**src/rtl/core/bonding_key_cache_lru_top_assert.svh**
```systemverilog
// Assertion macros for the bonding key cache.
// Included by the modules that carry concurrent checks; no other dependencies.
`ifndef BONDING_KEY_CACHE_LRU_TOP_ASSERT_SVH
`define BONDING_KEY_CACHE_LRU_TOP_ASSERT_SVH

`ifndef SYNTHESIS
// Plain property, checked at every clock edge outside reset.
`define BKC_ASSERT(name, clk, rst_n, prop) \
  name: assert property (@(posedge clk) disable iff (!rst_n) (prop)) \
    else $error("bkc assertion failed");
// Overlapping implication, checked at every clock edge outside reset.
`define BKC_ASSERT_IMP(name, clk, rst_n, ante, cons) \
  name: assert property (@(posedge clk) disable iff (!rst_n) (ante) |-> (cons)) \
    else $error("bkc assertion failed");
`else
`define BKC_ASSERT(name, clk, rst_n, prop)
`define BKC_ASSERT_IMP(name, clk, rst_n, ante, cons)
`endif

`endif

```
**src/rtl/core/bkc_pkg.sv**
```systemverilog
// Shared types and constants for the bonding key cache.
// Used by bkc_cell and bonding_key_cache_lru_top; depends on nothing.
package bkc_pkg;

  localparam int ADDR_W      = 48;
  localparam int KIND_W      = 8;
  localparam int KEY_W       = 64;
  localparam int TIME_W      = 32;
  localparam int OUTCOME_W   = 2;
  localparam int SLOT_W      = 4;
  localparam int COUNT_W     = 5;
  localparam int DEF_ENTRIES = 16;

  // One table entry as it is held in a cell.
  typedef struct packed {
    logic [ADDR_W-1:0] addr;
    logic [KIND_W-1:0] kind;
    logic [KEY_W-1:0]  long_high;
    logic [KEY_W-1:0]  long_low;
    logic [KEY_W-1:0]  ident_high;
    logic [KEY_W-1:0]  ident_low;
    logic [TIME_W-1:0] last_use;
  } entry_t;

  // Write controls for one cell.
  typedef struct packed {
    logic refresh;      // update the entry in place
    logic load_new;     // take the new entry
    logic shift_in;     // take the neighbor's entry
    logic ident_given;  // the new identity key is valid
  } cell_ctl_t;

  // Oldest-entry search wave that moves one cell per cycle.
  typedef struct packed {
    logic              vld;
    logic              has;
    logic [TIME_W-1:0] last_use;
    logic [ADDR_W-1:0] addr;
  } scan_t;

  typedef enum logic [1:0] {
    ST_IDLE,
    ST_LOOK,
    ST_SCAN,
    ST_WRITE
  } state_e;

  typedef enum logic [1:0] {
    MODE_UPDATE,
    MODE_APPEND,
    MODE_EVICT
  } mode_e;

  typedef enum logic [OUTCOME_W-1:0] {
    OUTCOME_UPDATED  = 2'd0,
    OUTCOME_APPENDED = 2'd1,
    OUTCOME_EVICTED  = 2'd2
  } outcome_e;

endpackage

```
**src/rtl/core/bkc_cell.sv**
```systemverilog
// One cell of the key cache chain: holds a single entry, matches the lookup
// address and forwards the oldest-entry search wave. Depends on bkc_pkg.
module bkc_cell #(
  parameter int IDX_W    = 4,
  parameter int CELL_IDX = 0
) (
  input  logic                           clk_i,
  input  logic                           rst_ni,
  input  logic                           valid_i,
  input  logic [bkc_pkg::ADDR_W-1:0]     key_i,
  input  bkc_pkg::cell_ctl_t             ctl_i,
  input  bkc_pkg::entry_t                new_i,
  input  bkc_pkg::entry_t                next_i,
  output bkc_pkg::entry_t                entry_o,
  output logic                           hit_o,
  input  bkc_pkg::scan_t                 scan_i,
  input  logic [IDX_W-1:0]               scan_idx_i,
  output bkc_pkg::scan_t                 scan_o,
  output logic [IDX_W-1:0]               scan_idx_o
);

  bkc_pkg::entry_t   entry_q, entry_d;
  logic              scan_vld_q;
  logic              scan_has_q;
  logic [bkc_pkg::TIME_W-1:0] scan_time_q;
  logic [bkc_pkg::ADDR_W-1:0] scan_addr_q;
  logic [IDX_W-1:0]  scan_idx_q;
  logic              take_own;

  // Address match, only for entries inside the used range.
  assign hit_o   = valid_i && (entry_q.addr == key_i);
  assign entry_o = entry_q;

  // Entry write: shift from the neighbor, load new, or refresh in place.
  always_comb begin
    entry_d = entry_q;
    if (ctl_i.shift_in) begin
      entry_d = next_i;
    end else if (ctl_i.load_new) begin
      entry_d = new_i;
    end else if (ctl_i.refresh) begin
      entry_d      = new_i;
      entry_d.addr = entry_q.addr;
      if (!ctl_i.ident_given) begin
        entry_d.ident_high = entry_q.ident_high;
        entry_d.ident_low  = entry_q.ident_low;
      end
    end
  end

  always_ff @(posedge clk_i) begin
    entry_q <= entry_d;
  end

  // The wave keeps the first strictly smaller time, so ties go to the lower index.
  assign take_own = !scan_i.has || (entry_q.last_use < scan_i.last_use);

  always_ff @(posedge clk_i or negedge rst_ni) begin
    if (!rst_ni) begin
      scan_vld_q <= 1'b0;
    end else begin
      scan_vld_q <= scan_i.vld;
    end
  end

  always_ff @(posedge clk_i) begin
    scan_has_q <= 1'b1;
    if (take_own) begin
      scan_time_q <= entry_q.last_use;
      scan_addr_q <= entry_q.addr;
      scan_idx_q  <= IDX_W'(CELL_IDX);
    end else begin
      scan_time_q <= scan_i.last_use;
      scan_addr_q <= scan_i.addr;
      scan_idx_q  <= scan_idx_i;
    end
  end

  assign scan_o.vld      = scan_vld_q;
  assign scan_o.has      = scan_has_q;
  assign scan_o.last_use = scan_time_q;
  assign scan_o.addr     = scan_addr_q;
  assign scan_idx_o      = scan_idx_q;

endmodule

```
**config.mk**
```make
export PLATFORM = sky130hd
export DESIGN_NAME = bkc_cell
export DESIGN_NICKNAME = d
export VERILOG_FILES = /design/src/rtl/core/bonding_key_cache_lru_top_assert.svh /design/src/rtl/core/bkc_pkg.sv /design/src/rtl/core/bkc_cell.sv
export SDC_FILE = /design/constraint.sdc
export NUM_CORES = 1
export LEC_CHECK = 0
export ABC_AREA = 0
export BUFFER_PORTS_ARGS = -buffer_cell sky130_fd_sc_hd__buf_2
export CAP_MARGIN = 10
export CELL_PAD_IN_SITES_DETAIL_PLACEMENT = 1
export CELL_PAD_IN_SITES_GLOBAL_PLACEMENT = 1
export CORE_AREA = 2 2 494 496
export CTS_CLUSTER_DIAMETER = 200
export DETAILED_ROUTE_END_ITERATION = 10
export DIE_AREA = 0 0 496 498
export PLACE_DENSITY_LB_ADDON = 0.1
export SYNTH_ARGS = -nofsm -noshare
export SYNTH_HDL_FRONTEND = slang
export SYNTH_SLANG_ARGS = --single-unit
export TNS_END_PERCENT = 1
```
**constraint.sdc**
```tcl
create_clock -name clk_i -period 3.1 [get_ports clk_i]
set_input_delay 0.31 -clock clk_i [delete_from_list [all_inputs] [get_ports clk_i]]
set_output_delay 0.31 -clock clk_i [all_outputs]
set_load 0.005 [all_outputs]
```
==> results.sh <==
export IMPL_status="finished clean"
export IMPL_track_usage=0.110
export IMPL_placed_cell_area_um2=29300
export IMPL_syn_nets=1955
export IMPL_wl_met2_um=70500
export IMPL_wl_met3_um=16100
export IMPL_worstPathArrival_ns=2.64
export IMPL_endpoint_kind="primary output"
export IMPL_syn2layout_area_growth_pct=112
export IMPL_cp_start_kind="flip-flop"
export IMPL_critPathKind="flip-flop to primary output"
export IMPL_core_rowCount=181
export IMPL_clockBufferDepth=3
export IMPL_hold_viol_final=0
export IMPL_synth_area_um2=18600
export IMPL_synthCells=1095
export IMPL_min_period_over_period=0.950
export IMPL_maxSlewHeadroom=0.607
export IMPL_worst_ep_required_time_ns=2.79
export IMPL_port_buffers=1258
export IMPL_clockRootBuffer="clkbuf_16"
export IMPL_p_total_mw=19.6
export IMPL_drt_iter0_markers=560
export IMPL_grt_pass1_wl_um=184000
export IMPL_leakagePower_nw=16.6
export IMPL_post_route_min_period_ns=2.95
export IMPL_fmaxAchievable_mhz=339
export IMPL_numCtsBuffers=71
export IMPL_drc=0
export IMPL_critPathMaxStageDelay_ns=0.47
export IMPL_yosys_area_share_xor_xnor=0.0202
export IMPL_post_dp_hpwl_um=117000
export IMPL_final_area_um2=39500
export IMPL_dr_pass1_iters=4
export IMPL_h_tree_depth=3
export IMPL_drv_cap=0
export IMPL_setup_viol=0
export IMPL_die_h_um=498
export IMPL_ys_seq_area_frac=0.645
export IMPL_synthSimpleGateAreaFrac=0.0137
export IMPL_antenna_found_initial=97
export IMPL_core_um2=242000
export IMPL_clkLatencyLatePin_ns=0.68
export IMPL_routed_wl_um=140000
export IMPL_postRouteAntennaNets=0
export IMPL_synth_top_family_by_area="multiplexers"
export IMPL_grt_pass1_vias=20800
export IMPL_ir_drop_mv=0.295
export IMPL_synth_seq_cells=429
export IMPL_synthAdderAreaFrac=0.0208
export IMPL_grt_ovfl_total=0
export IMPL_via_per_inst=2.82
export IMPL_grt_max_degree=66
export IMPL_rsz0062_at_grt="true"
export IMPL_cellPowerDensity_nw_per_um2=496
export IMPL_synth_compound_area_frac=0.0115
export IMPL_fillCellCount=27900
export IMPL_initial_core_util=0.0771
export IMPL_drive_gt1_frac=0.567
export IMPL_finalNetCount=4063
export IMPL_clkTransAtPathRegs_ns=0.05
export IMPL_synth_cell_type_count=40
export IMPL_die_area_um2=247000
export IMPL_cts_sinks=429
export IMPL_hold_path_class="input port to flip-flop"
export IMPL_routedWlPerCell_um=21.6
export IMPL_drv_slew=0
export IMPL_cp_cell_sequence="xor2_1 -> nor4_2 -> buf_4 -> nand4_1 -> nor4_2 -> nand4_1 -> nor2_1 -> buf_2"
export IMPL_skew_ns=0.0231
export IMPL_final_core_util=0.163
export IMPL_fp_dieW_um=496
export IMPL_slowest_stage="edfxtp_1"
export IMPL_synthMuxAreaShare=0.267
export IMPL_place_gp_congestion=0.760
export IMPL_worstPathMaxFanout=2
export IMPL_top_layer_used="met5"
export IMPL_wl_met1_um=49600
export IMPL_cts_tree="built"
export IMPL_tightest_slew_ns=0.590
export IMPL_multiInputGateArea_um2=6290
export IMPL_final_seq_area_um2=12000
export IMPL_avgSynthCellArea_um2=17.0
export IMPL_num_io_pins=1260
export IMPL_yosysWarnings=0
export IMPL_num_vias=18300
[metal layers]
metal	track usage	up-vias
li1	-	8434
met1	0.110	8650
met2	0.196	916
met3	0.0571	234
met4	0.0315	54
met5	0	-
[final cells by class]
type / instances / area share
Timing Repair Buffer: 2084 / 0.370
Sequential cell: 429 / 0.305
Multi-Input combinational cell: 579 / 0.159
Tap cell: 3202 / 0.101
Clock buffer: 101 / 0.0501
Clock inverter: 29 / 0.00821
Inverter: 38 / 0.00361
Antenna cell: 29 / 0.00184
[cell usage in the layout, fill, tap and decap left out, drive strengths merged, types with 2 or more instances in the layout]
| cell type | netlist | final |
|---|---|---|
| xor2 | 23 | 23 |
| dfxtp | 84 | 84 |
| ha | 31 | 31 |
| clkinv | 0 | 21 |
| clkbuf | 38 | 101 |
| nand4 | 9 | 9 |
| nand2 | 11 | 11 |
| buf | 11 | 1313 |
| nor2b | 6 | 6 |
| xnor2 | 20 | 20 |
| a21oi | 14 | 14 |
| bufinv | 0 | 3 |
| edfxtp | 344 | 344 |
| diode | 0 | 29 |
| nor2 | 3 | 3 |
| nor4 | 10 | 10 |
| mux2 | 424 | 424 |
| inv | 38 | 41 |
| nand3 | 2 | 2 |
| dlygate4sd3 | 0 | 771 |
| o21ai | 8 | 8 |
| o2bb2ai | 2 | 2 |
| clkinvlp | 0 | 2 |
[cells by family (layout without fill, tap and decap cells)]
logic type,count (synthesis),after routing
multiplexers,424,424
buffers and inverters,87,2252
AO/OA/AOI/OAI,34,34
other,1,30
AND/OR/NAND/NOR,46,46
flip-flops,429,429
XOR/XNOR,43,43
adder cells (fa/ha/maj),31,31
[path summary, 6_finish.rpt]
path	start	endpoint	cells past startpoint	slack [ns]
setup / recovery	entry_o[312]	hit_o	8	0.15
max in group asynchronous	rst_ni	scan_vld_q	3	2.51
hold reg to reg	entry_o[14]	scan_time_q[14]	1	0.54
setup reg to reg	entry_o[15]	scan_addr_q[6]	9	0.25
min in group asynchronous	rst_ni	scan_vld_q	3	0.48
hold / removal	next_i[27]	entry_o[27]	2	0.12
[repair_timing]
item,in CTS,in global routing
hold buffers,771,0
resized for setup,2,4
endpoints found under the hold margin,428,0
pin swaps,6,2
setup endpoints to repair,1,72
setup buffers,4,2
cloned,0,0
[power breakdown]
group,internal (mW),total (mW),switching (mW)
clock,4.74,8.17,3.43
sequential,6.99,7.38,0.392
combinational,2.32,4.05,1.72
total,14.1,19.6,5.54
[registers in the layout, summed over array words and instances, names as in the netlist]
name	count
scan_addr_q	48
entry_o	344
scan_vld_q	1
scan_idx_o	4
scan_time_q	32
[per-stage QoR]
step	setup WS, ns	std cells	setup TNS, ns	hold slack [ns]
floorplan	-1.36	1095	-173.87	0.0144
global placement	0.0492	5555	0	0.0848
detailed placement	-0.0187	5555	-0.0460	0.0856
CTS	-0.132	6460	-0.132	0.0935
global route	-0.0722	6475	-0.0722	0.0665
finish	0.154	6491	0	0.119
[worst max-delay path: cells and delay by family (launching register included)]
| family | cells | cell delay (ns) |
|---|---|---|
| and+or+nand+nor | 5 | 0.99 |
| DFF | 1 | 0.47 |
| buffers and inverters | 2 | 0.30 |
| xor gates and xnor gates | 1 | 0.19 |
[cell usage after synthesis]
master,instances,area share
edfxtp_1,344,0.55
nor2b_1,6,0.0020
clkbuf_1,38,0.0076
o2bb2ai_1,2,0.00094
o41ai_1,1,0.00047
xnor2_1,20,0.0094
a211o_1,1,0.00047
nor4_1,9,0.0030
or3_1,1,0.00034
o2111ai_1,1,0.00047
a21boi_1,1,0.00040
ha_1,31,0.021
inv_1,38,0.0076
o211ai_1,1,0.00040
nor4_2,1,0.00067
nand2b_1,1,0.00034
a21oi_1,14,0.0038
buf_6,7,0.0042
dfxtp_1,84,0.090
xor2_1,23,0.011
nor2_1,3,0.00060
and3_1,1,0.00034
a21o_1,1,0.00040
o21ai_1,2,0.00054
buf_2,2,0.00054
nand4_1,9,0.0030
buf_4,2,0.00080
a221oi_2,1,0.00080
nor3_1,1,0.00027
o22ai_1,1,0.00034
conb_1,1,0.00020
mux2_2,368,0.22
nand3_1,2,0.00054
nand2_1,11,0.0022
a222oi_1,1,0.00054
a211oi_1,1,0.00040
mux2_4,56,0.045
or2_2,1,0.00034
o21ai_0,6,0.0016
dfrtp_1,1,0.0013
(Power assumes the default switching activity.)
